**config.mk**
```make
export PLATFORM = sky130hd
export DESIGN_NAME = envelope_frame_parser
export DESIGN_NICKNAME = d
export VERILOG_FILES = /design/src/hw/rtl/efp_pkg.sv /design/src/hw/rtl/efp_ram.sv /design/src/hw/rtl/efp_cfg_regs.sv /design/src/hw/rtl/envelope_frame_parser.sv
export VERILOG_INCLUDE_DIRS = /design/src /design/src/hw/rtl
export SDC_FILE = /design/constraint.sdc
export NUM_CORES = 1
export LEC_CHECK = 0
export BUFFER_PORTS_ARGS = -buffer_cell sky130_fd_sc_hd__buf_2
export CAP_MARGIN = 30
export CORE_MARGIN = 1
export CORE_UTILIZATION = 55
export DETAILED_ROUTE_END_ITERATION = 16
export GPL_TIMING_DRIVEN = 0
export PLACE_DENSITY = 0.71
export SLEW_MARGIN = 20
export SYNTH_ARGS = -nofsm -noshare
export SYNTH_HDL_FRONTEND = slang
export SYNTH_SLANG_ARGS = --single-unit
```
**constraint.sdc**
```tcl
create_clock -name clk -period 8.91 [get_ports clk]
set_clock_uncertainty 0.2 [all_clocks]
set_input_delay 0 -clock clk [delete_from_list [all_inputs] [get_ports clk]]
set_output_delay 0 -clock clk [all_outputs]
set_load 0.005 [all_outputs]
```
**src/hw/rtl/assert_macros.svh**
```systemverilog
// ----------------------------------------------------------------------------
// Assertion macros
// Shared concurrent assertion helpers for the RTL.
// ----------------------------------------------------------------------------
`ifndef ASSERT_MACROS_SVH
`define ASSERT_MACROS_SVH

// Implication checked on every rising clock edge outside reset.
`define ASSERT_IMPLIES(label, clk, rst_n, ante, cons) \
    label: assert property (@(posedge clk) disable iff (!rst_n) (ante) |-> (cons)) \
        else $error("assertion failed");

// Next-cycle implication checked outside reset.
`define ASSERT_NEXT(label, clk, rst_n, ante, cons) \
    label: assert property (@(posedge clk) disable iff (!rst_n) (ante) |=> (cons)) \
        else $error("assertion failed");

`endif

```
**src/hw/rtl/efp_pkg.sv**
```systemverilog
// ----------------------------------------------------------------------------
// Envelope frame parser package
// Phase codes, status codes, constants, config type, byte tables and character class functions.
// ----------------------------------------------------------------------------
package efp_pkg;

    localparam int CommandBytesDefault  = 64;
    localparam int IdentityBytesDefault = 128;
    localparam int PrefixLen            = 10;

    typedef enum logic [6:0] {
        PH_MAGIC   = 7'b0000001,
        PH_FORM    = 7'b0000010,
        PH_LEN_HI  = 7'b0000100,
        PH_LEN_LO  = 7'b0001000,
        PH_CONTENT = 7'b0010000,
        PH_DONE    = 7'b0100000,
        PH_ERROR   = 7'b1000000
    } phase_t;

    typedef enum logic [2:0] {
        ST_OK          = 3'd0,
        ST_MALFORMED   = 3'd1,
        ST_UNSUPPORTED = 3'd2,
        ST_MISSING     = 3'd3,
        ST_TOO_LARGE   = 3'd4
    } status_t;

    localparam logic [1:0] CFG_MAX_FIELD = 2'd0;
    localparam logic [1:0] CFG_PLAIN     = 2'd1;
    localparam logic [1:0] CFG_ENCRYPTED = 2'd2;

    typedef struct packed {
        logic [15:0] max_field_bytes;
        logic [7:0]  plain_form_code;
        logic [7:0]  encrypted_form_code;
    } cfg_t;

    function automatic logic [7:0] magic_byte(input logic [1:0] idx);
        logic [7:0] r;
        begin
            case (idx)
                2'd0:    r = 8'h45;
                2'd1:    r = 8'h57;
                2'd2:    r = 8'h42;
                default: r = 8'h31;
            endcase
            return r;
        end
    endfunction

    function automatic logic [7:0] prefix_byte(input logic [3:0] idx);
        logic [7:0] r;
        begin
            case (idx)
                4'd0:    r = 8'h2f;
                4'd1:    r = 8'h7a;
                4'd2:    r = 8'h65;
                4'd3:    r = 8'h72;
                4'd4:    r = 8'h6f;
                4'd5:    r = 8'h63;
                4'd6:    r = 8'h6f;
                4'd7:    r = 8'h6e;
                4'd8:    r = 8'h66;
                default: r = 8'h2f;
            endcase
            return r;
        end
    endfunction

    function automatic logic is_cmd_char(input logic [7:0] c);
        return (c >= 8'h30 && c <= 8'h39) || (c >= 8'h41 && c <= 8'h5a)
            || (c >= 8'h61 && c <= 8'h7a) || c == 8'h2d || c == 8'h5f;
    endfunction

    function automatic logic is_id_char(input logic [7:0] c);
        return is_cmd_char(c) || c == 8'h2e;
    endfunction

endpackage

```
**src/hw/rtl/efp_ram.sv**
```systemverilog
// ----------------------------------------------------------------------------
// Generic RAM
// Single write port, single read port with registered read data.
// ----------------------------------------------------------------------------
module efp_ram #(
    parameter int Width = 8,
    parameter int Depth = 64
) (
    input  logic                     clk,
    input  logic                     wr_en,
    input  logic [$clog2(Depth)-1:0] wr_addr,
    input  logic [Width-1:0]         wr_data,
    input  logic                     rd_en,
    input  logic [$clog2(Depth)-1:0] rd_addr,
    output logic [Width-1:0]         rd_data
);

    logic [Width-1:0] mem_reg [Depth];
    logic [Width-1:0] rd_data_reg;

    always_ff @(posedge clk)
    begin
        if (wr_en)
        begin
            mem_reg[wr_addr] <= wr_data;
        end
        if (rd_en)
        begin
            rd_data_reg <= mem_reg[rd_addr];
        end
    end

    assign rd_data = rd_data_reg;

endmodule

```
**src/hw/rtl/efp_cfg_regs.sv**
```systemverilog
// ----------------------------------------------------------------------------
// Configuration registers
// Holds the field length limit and the two form codes.
// ----------------------------------------------------------------------------
module efp_cfg_regs
    import efp_pkg::*;
(
    input  logic        clk,
    input  logic        rst_n,
    input  logic        cfg_valid,
    input  logic [1:0]  cfg_index,
    input  logic [15:0] cfg_data,
    output logic        cfg_ready,
    output cfg_t        cfg
);

    cfg_t cfg_reg;

    always_ff @(posedge clk or negedge rst_n)
    begin
        if (!rst_n)
        begin
            cfg_reg.max_field_bytes     <= 16'd1024;
            cfg_reg.plain_form_code     <= 8'd0;
            cfg_reg.encrypted_form_code <= 8'd1;
        end
        else if (cfg_valid)
        begin
            unique case (cfg_index)
                CFG_MAX_FIELD: cfg_reg.max_field_bytes     <= cfg_data;
                CFG_PLAIN:     cfg_reg.plain_form_code     <= cfg_data[7:0];
                CFG_ENCRYPTED: cfg_reg.encrypted_form_code <= cfg_data[7:0];
                default:       ;
            endcase
        end
    end

    assign cfg_ready = 1'b1;
    assign cfg       = cfg_reg;

endmodule

```
**src/hw/rtl/envelope_frame_parser.sv**
```systemverilog
// Each result is registered in the output register when its byte is taken.
// Throughput: one byte per cycle while the output side is not stalled.
// The command compare reads the command store one byte early, so the data is ready for the compare.
// Reset clears the frame state and output valid and restores the register defaults.
// ----------------------------------------------------------------------------
// Envelope frame parser
// Parses envelope frames byte by byte and passes out field content with status.
// ----------------------------------------------------------------------------
module envelope_frame_parser
    import efp_pkg::*;
#(
    parameter int COMMAND_BYTES       = CommandBytesDefault,
    parameter int IDENTITY_PART_BYTES = IdentityBytesDefault
) (
    input  logic        clk,
    input  logic        rst_n,
    input  logic        in_valid,
    output logic        in_stall,
    input  logic [7:0]  frame_byte,
    input  logic        frame_last,
    output logic        out_valid,
    input  logic        out_stall,
    output logic        content_valid,
    output logic [2:0]  field_number,
    output logic [7:0]  content_byte,
    output logic        field_end,
    output logic        frame_done,
    output logic [2:0]  frame_status,
    input  logic        cfg_valid,
    output logic        cfg_ready,
    input  logic [1:0]  cfg_index,
    input  logic [15:0] cfg_data
);

`include "assert_macros.svh"

    localparam int AW = $clog2(COMMAND_BYTES);
    localparam int CLW = $clog2(COMMAND_BYTES + 1);

    cfg_t cfg;

    efp_cfg_regs u_cfg (
        .clk       (clk),
        .rst_n     (rst_n),
        .cfg_valid (cfg_valid),
        .cfg_index (cfg_index),
        .cfg_data  (cfg_data),
        .cfg_ready (cfg_ready),
        .cfg       (cfg)
    );

    phase_t      phase_reg, phase_next;
    logic [15:0] pos_reg, pos_next;
    logic [15:0] len_reg, len_next;
    logic [2:0]  fidx_reg, fidx_next;
    logic        enc_reg, enc_next;
    logic [2:0]  perr_reg, perr_next;
    logic [2:0]  verr_reg, verr_next;
    logic [CLW-1:0] clen_reg, clen_next;
    logic        pm_reg, pm_next;

    logic        ov_reg;
    logic        cv_reg, cv_next;
    logic [2:0]  fn_reg, fn_next;
    logic [7:0]  cb_reg, cb_next;
    logic        fe_reg, fe_next;
    logic        fd_reg;
    logic [2:0]  fs_reg, fs_next;

    logic        accept;
    logic        wr_en;
    logic        rd_en;
    logic [AW-1:0] rd_addr;
    logic [7:0]  rd_data;
    logic [16:0] q_cur;
    logic [16:0] pos_inc;

    assign in_stall = ov_reg && out_stall;
    assign accept   = in_valid && !in_stall;

    // The store is read for the path byte that comes next.
    assign q_cur = {1'b0, pos_reg} - 17'(PrefixLen);

    efp_ram #(.Width(8), .Depth(COMMAND_BYTES)) u_cmd_ram (
        .clk     (clk),
        .wr_en   (wr_en),
        .wr_addr (pos_reg[AW-1:0]),
        .wr_data (frame_byte),
        .rd_en   (rd_en),
        .rd_addr (rd_addr),
        .rd_data (rd_data)
    );

    always_comb
    begin
        logic [16:0] qn;
        phase_next = phase_reg;
        pos_next   = pos_reg;
        len_next   = len_reg;
        fidx_next  = fidx_reg;
        enc_next   = enc_reg;
        perr_next  = perr_reg;
        verr_next  = verr_reg;
        clen_next  = clen_reg;
        pm_next    = pm_reg;
        cv_next    = 1'b0;
        fn_next    = 3'd0;
        cb_next    = 8'd0;
        fe_next    = 1'b0;
        fs_next    = ST_OK;
        wr_en      = 1'b0;
        pos_inc    = {1'b0, pos_reg} + 17'd1;
        qn         = pos_inc - 17'(PrefixLen);
        rd_en      = 1'b0;
        rd_addr    = qn[AW-1:0];

        if (accept)
        begin
            unique case (phase_reg)
                PH_MAGIC:
                begin
                    if (pos_reg > 16'd3 || frame_byte != magic_byte(pos_reg[1:0]))
                    begin
                        perr_next  = ST_MALFORMED;
                        phase_next = PH_ERROR;
                    end
                    else if (pos_reg == 16'd3)
                    begin
                        pos_next   = 16'd0;
                        phase_next = PH_FORM;
                    end
                    else
                    begin
                        pos_next = pos_inc[15:0];
                    end
                end
                PH_FORM:
                begin
                    if (frame_byte == cfg.plain_form_code)
                    begin
                        enc_next   = 1'b0;
                        phase_next = PH_LEN_HI;
                    end
                    else if (frame_byte == cfg.encrypted_form_code)
                    begin
                        enc_next   = 1'b1;
                        phase_next = PH_LEN_HI;
                    end
                    else
                    begin
                        perr_next  = ST_UNSUPPORTED;
                        phase_next = PH_ERROR;
                    end
                end
                PH_LEN_HI:
                begin
                    len_next   = {frame_byte, 8'd0};
                    phase_next = PH_LEN_LO;
                end
                PH_LEN_LO:
                begin
                    len_next = {len_reg[15:8], frame_byte};
                    if (len_next == 16'd0)
                    begin
                        perr_next  = ST_MISSING;
                        phase_next = PH_ERROR;
                    end
                    else if (len_next > cfg.max_field_bytes)
                    begin
                        perr_next  = ST_TOO_LARGE;
                        phase_next = PH_ERROR;
                    end
                    else
                    begin
                        if (fidx_reg == 3'd1 || fidx_reg == 3'd2)
                        begin
                            if (len_next > 16'(IDENTITY_PART_BYTES))
                            begin
                                verr_next = ST_MISSING;
                            end
                        end
                        else if (fidx_reg == 3'd3)
                        begin
                            if (len_next > 16'(COMMAND_BYTES))
                            begin
                                verr_next = ST_MISSING;
                                clen_next = CLW'(COMMAND_BYTES);
                            end
                            else
                            begin
                                clen_next = len_next[CLW-1:0];
                            end
                        end
                        else if (fidx_reg == 3'd4)
                        begin
                            if ({1'b0, len_next} != 17'(PrefixLen) + 17'(clen_reg))
                            begin
                                pm_next = 1'b0;
                            end
                        end
                        pos_next   = 16'd0;
                        phase_next = PH_CONTENT;
                    end
                end
                PH_CONTENT:
                begin
                    cv_next = 1'b1;
                    fn_next = fidx_reg;
                    cb_next = frame_byte;
                    if (fidx_reg == 3'd1 || fidx_reg == 3'd2)
                    begin
                        if (!is_id_char(frame_byte))
                        begin
                            verr_next = ST_MISSING;
                        end
                    end
                    else if (fidx_reg == 3'd3)
                    begin
                        if (!is_cmd_char(frame_byte))
                        begin
                            verr_next = ST_MISSING;
                        end
                        wr_en = pos_reg < 16'(COMMAND_BYTES);
                    end
                    else if (fidx_reg == 3'd4)
                    begin
                        if (pos_reg < 16'(PrefixLen))
                        begin
                            if (frame_byte != prefix_byte(pos_reg[3:0]))
                            begin
                                pm_next = 1'b0;
                            end
                        end
                        else if (q_cur >= 17'(clen_reg) || q_cur >= 17'(COMMAND_BYTES)
                                 || rd_data != frame_byte)
                        begin
                            pm_next = 1'b0;
                        end
                        rd_en = pos_inc >= 17'(PrefixLen);
                    end
                    if (pos_inc >= {1'b0, len_reg})
                    begin
                        fe_next    = 1'b1;
                        pos_next   = 16'd0;
                        fidx_next  = fidx_reg + 3'd1;
                        if ((enc_reg && fidx_reg == 3'd7) || (!enc_reg && fidx_reg == 3'd6))
                        begin
                            phase_next = PH_DONE;
                        end
                        else
                        begin
                            phase_next = PH_LEN_HI;
                        end
                    end
                    else
                    begin
                        pos_next = pos_inc[15:0];
                    end
                end
                PH_DONE:
                begin
                    perr_next  = ST_MALFORMED;
                    phase_next = PH_ERROR;
                end
                PH_ERROR:
                begin
                end
                default:
                begin
                end
            endcase

            if (frame_last)
            begin
                if (perr_next != ST_OK)
                begin
                    fs_next = perr_next;
                end
                else if (phase_next != PH_DONE)
                begin
                    fs_next = ST_MALFORMED;
                end
                else if (verr_next != ST_OK)
                begin
                    fs_next = verr_next;
                end
                else if (!pm_next)
                begin
                    fs_next = ST_MALFORMED;
                end
                phase_next = PH_MAGIC;
                pos_next   = 16'd0;
                len_next   = 16'd0;
                fidx_next  = 3'd0;
                enc_next   = 1'b0;
                perr_next  = ST_OK;
                verr_next  = ST_OK;
                clen_next  = '0;
                pm_next    = 1'b1;
            end
        end
    end

    always_ff @(posedge clk or negedge rst_n)
    begin
        if (!rst_n)
        begin
            phase_reg <= PH_MAGIC;
            pos_reg   <= 16'd0;
            len_reg   <= 16'd0;
            fidx_reg  <= 3'd0;
            enc_reg   <= 1'b0;
            perr_reg  <= ST_OK;
            verr_reg  <= ST_OK;
            clen_reg  <= '0;
            pm_reg    <= 1'b1;
            ov_reg    <= 1'b0;
        end
        else
        begin
            phase_reg <= phase_next;
            pos_reg   <= pos_next;
            len_reg   <= len_next;
            fidx_reg  <= fidx_next;
            enc_reg   <= enc_next;
            perr_reg  <= perr_next;
            verr_reg  <= verr_next;
            clen_reg  <= clen_next;
            pm_reg    <= pm_next;
            if (accept)
            begin
                ov_reg <= 1'b1;
            end
            else if (!out_stall)
            begin
                ov_reg <= 1'b0;
            end
        end
    end

    always_ff @(posedge clk)
    begin
        if (accept)
        begin
            cv_reg <= cv_next;
            fn_reg <= fn_next;
            cb_reg <= cb_next;
            fe_reg <= fe_next;
            fd_reg <= frame_last;
            fs_reg <= fs_next;
        end
    end

    assign out_valid     = ov_reg;
    assign content_valid = cv_reg;
    assign field_number  = fn_reg;
    assign content_byte  = cb_reg;
    assign field_end     = fe_reg;
    assign frame_done    = fd_reg;
    assign frame_status  = fs_reg;

    `ASSERT_NEXT(a_last_resets, clk, rst_n, accept && frame_last, phase_reg == PH_MAGIC)
    `ASSERT_IMPLIES(a_end_has_content, clk, rst_n, ov_reg && fe_reg, cv_reg)
    `ASSERT_IMPLIES(a_status_on_done, clk, rst_n, ov_reg && !fd_reg, fs_reg == ST_OK)
    `ASSERT_IMPLIES(a_error_latched, clk, rst_n, phase_reg == PH_ERROR, perr_reg != ST_OK)

endmodule
```
==> results.py <==
metrics = {
    "status": {
        "status": "finished, final reports clean",
    },
    "synth": {
        "synth_cell_types": 77,
        "synth-edff-count": 537,
        "synth-seq-cells": 627,
        "synth_nets": 1731,
        "syn_inst": 1641,
        "syn_area_um2": 27300,
        "synthFlopType": "edfxtp_1",
        "avgSynthCellArea_um2": 16.6,
        "yosys_warnings": 0,
        "synthArstFlopShare": 0.144,
        "ys_seq_area_frac": 0.675,
    },
    "critical_path": {
        "worstSetupEndpointType": "flip-flop",
        "setup.worst_path.start": "pos_reg[0]$_DFFE_PN0P_",
        "cpMaxStageDelayCell": "xnor2_1",
        "worst_setup_path_start_kind": "flip-flop",
        "critical_path_arrival_ns": 6.89,
        "path_max_fanout": 11,
        "crit_family": "buffers and inverters",
        "crit_type": "flip-flop to flip-flop",
        "max_stage_delay_ns": 0.76,
        "critPathRequiredTime_ns": 9.04,
        "r2r-start": "pos_reg[0]$_DFFE_PN0P_",
        "worst-path-buf-inv": 8,
        "worstPathCellList": "buf_2 > buf_1 > clkinv_1 > ha_1 > clkbuf_1 > clkbuf_1 > clkbuf_1 > inv_1 > ha_1 > xnor2_1 > buf_2 > mux4_2 > mux2i_1 > o21ai_0",
        "cp_common_cell": "clkbuf_1",
    },
    "sta": {
        "fin_crit_ns": 6.76,
        "finalCritPeriodShare": 0.758,
        "setup_viol_count_final": 0,
        "max_freq_ghz": 0.148,
        "hold_viol_final": 0,
        "fin_tns_setup_ns": 0,
        "rsz0062_at_grt": "no",
        "slew_violations": 0,
        "slew_headroom": 0.374,
        "worstMarginPinSlew_ns": 0.933,
    },
    "power_and_ir_drop": {
        "internal_power_w": 0.00523,
        "seq_power_share": 0.479,
        "pwr-share-comb": 0.133,
        "p_sw_w": 0.00168,
        "p_per_area_nw_per_um2": 220,
        "p_sw_frac": 0.243,
        "total_power_w": 0.00692,
        "p_leak_nw": 10.7,
        "vdd_ir_drop_max_mv": 0.141,
        "clockPowerShare": 0.388,
    },
    "cts": {
        "clk_path_buf_depth": 3,
        "numCtsBuffers": 67,
        "clk_latency_ns": 0.60,
        "cts_root_buf": "clkbuf_16",
        "cts_tree": "built",
        "cts_max_level": 3,
        "clk_pin_slew_ns": 0.06,
        "clock_sinks": 627,
    },
    "job": {
        "maxCapViolations": 0,
    },
    "route": {
        "initialDrtViolationCount": 1798,
        "wl_per_cell_um": 25.5,
        "dr.pass1.iters": 6,
        "vias_per_cell": 6.23,
        "drc": 0,
        "vias": 16000,
        "drt_wl_total_um": 65400,
        "drtAntennaViolNets": 0,
    },
    "cells_and_area": {
        "layout-drive-gt1-share": 0.199,
        "layout.nets": 1944,
        "synthToLayoutAreaGrowth_pct": 15.5,
        "final_util": 0.643,
        "stdcell_count": 2566,
        "largest_register_ffs": 512,
    },
    "global_routing": {
        "grt_max_degree": 76,
        "grt_overflow_total": 0,
        "grtUsageTotal": 0.268,
        "antenna_found_initial": 2,
        "grt_pass1_wl_um": 99200,
        "grt_pass1_vias": 16100,
    },
    "floorplanning": {
        "dieHeight_um": 225,
        "ios": 52,
        "row_count": 81,
        "start_util": 0.557,
        "coreArea_um2": 49000,
        "dieArea_um2": 50400,
        "die_w_um": 225,
    },
    "placed_design": {
        "dpl.hpwl_um": 41100,
        "gp_congestion": 0.945,
        "port_buffers": 50,
        "post-place-cells": 2361,
    },
    "worst_hold_path": {
        "min_path_type": "input port to flip-flop",
        "worst_hold_startpoint": "cfg_data[0]",
    },
}
==> power by group through the flow <==
| stage | logic (W) | registers (W) | clock network, W |
|---|---|---|---|
| 2_1_floorplan | 0.000567 | 0.00335 | 0 |
| 3_3_place_gp | 0.000827 | 0.00337 | 0 |
| 3_5_place_dp | 0.000853 | 0.00337 | 0 |
| 4_1_cts | 0.000896 | 0.00331 | 0.00272 |
| 5_1_grt | 0.000986 | 0.00332 | 0.00283 |
| 6_report | 0.000921 | 0.00331 | 0.00268 |
==> through the flow <==
stage | worst slack (ns) | hold slack (ns) | area [µm²]
5_1_grt | 1.86 | 0.0222 | 31500
2_1_floorplan | 3.79 | -0.496 | 27300
6_report | 2.15 | 0.0216 | 31500
3_3_place_gp | 1.46 | 0.00298 | 28300
4_1_cts | 1.38 | 0.00117 | 31400
3_5_place_dp | 1.37 | -0.357 | 28500
==> Yosys cell counts, types with 5 or more instances <==
cell / n / area, µm²
o21a_1: 7 / 52.6
or4_1: 8 / 60.1
a22o_1: 22 / 193
xnor2_1: 27 / 236
clkbuf_1: 55 / 206
xor2_1: 32 / 280
a31oi_1: 5 / 31.3
mux2_2: 27 / 304
o21ai_0: 68 / 340
nand4_1: 14 / 87.6
o31ai_1: 6 / 45.0
nand2_1: 109 / 409
a21o_1: 9 / 67.6
nor4_1: 12 / 75.1
inv_1: 59 / 221
a21oi_1: 25 / 125
buf_1: 12 / 45.0
nand3_1: 28 / 140
buf_2: 10 / 50.1
or3_1: 10 / 62.6
nor3_1: 17 / 85.1
mux2i_1: 12 / 120
dfrtp_1: 86 / 2150
and2_1: 10 / 62.6
mux4_2: 160 / 3600
ha_1: 58 / 726
a22oi_1: 6 / 45.0
nor2_1: 109 / 409
nand2b_1: 9 / 56.3
and3_1: 6 / 37.5
edfxtp_1: 537 / 16100
nand3b_1: 5 / 37.5
==> tightest hold or removal path: stages <==
cell and delay [ns]:
dlygate4sd3_1 0.52, buf_2 0.12, mux2_2 0.14
==> timing repair <==
item | in CTS | in global routing
resized for setup | 0 | 0
setup buffers | 0 | 0
hold buffers | 80 | 0
endpoints found under the hold margin | 652 | 0
==> per-layer routing <==
layer  vias up  global-route usage  part of all wire
met3       147              0.0479             0.077
met1      8201               0.374              0.41
met4         0               0.100             0.037
li1       6862                   -                 -
met5         -                   0                 0
met2       784               0.427              0.48
==> final timing paths <==
path | to | slack [ns] | depth (start not counted)
setup / recovery | u_cmd_ram.rd_data[2]$_DFFE_PP_ | 2.15 | 14
hold / removal | u_cfg.cfg[8]$_DFFE_PN0P_ | 0.02 | 3
setup reg to reg | u_cmd_ram.rd_data[2]$_DFFE_PP_ | 2.15 | 14
hold reg to reg | len_reg[7]$_DFFE_PN0P_ | 0.28 | 2
max in group asynchronous | u_cfg.cfg[0]$_DFFE_PN1P_ | 7.55 | 4
min in group asynchronous | out_valid$_DFFE_PN0P_ | 0.22 | 3
==> cell families after synthesis <==
| family | Yosys count | share of synthesized area |
|---|---|---|
| simple gates | 367 | 0.0658 |
| xor+xnor | 59 | 0.0190 |
| flops | 627 | 0.675 |
| other cells | 1 | 0.000138 |
| fa+ha+maj | 58 | 0.0266 |
| mux | 199 | 0.148 |
| compound gates | 190 | 0.0460 |
| buf+inv | 140 | 0.0202 |
==> cell usage in the layout (no fill, tap or decap), types with 27 or more instances in the layout <==
cell type      synthesis  routed
xor2_1                32      32
o21ai_0               68      68
nand2_1              109     109
xnor2_1               27      27
ha_1                  58      58
edfxtp_1             537     537
mux4_2               160     160
dlygate4sd3_1          0      80
nor2_1               109     109
dfrtp_1               86      86
mux2_2                27      27
clkbuf_1              55      65
inv_1                 59      59
nand3_1               28      28
buf_2                 10      53
clkbuf_16              0      69
==> cell type report <==
type / instances / area, µm²
flip-flops and latches: 627 / 18400
fillers: 3373 / 17500
multi-input cells: 874 / 8320
clock buffers: 81 / 1780
repair buffers: 144 / 1260
well taps: 664 / 831
clock inverters: 34 / 334
plain buffers: 79 / 322
inverters: 61 / 229
diodes: 2 / 5.00
(Power assumes the default switching activity.)
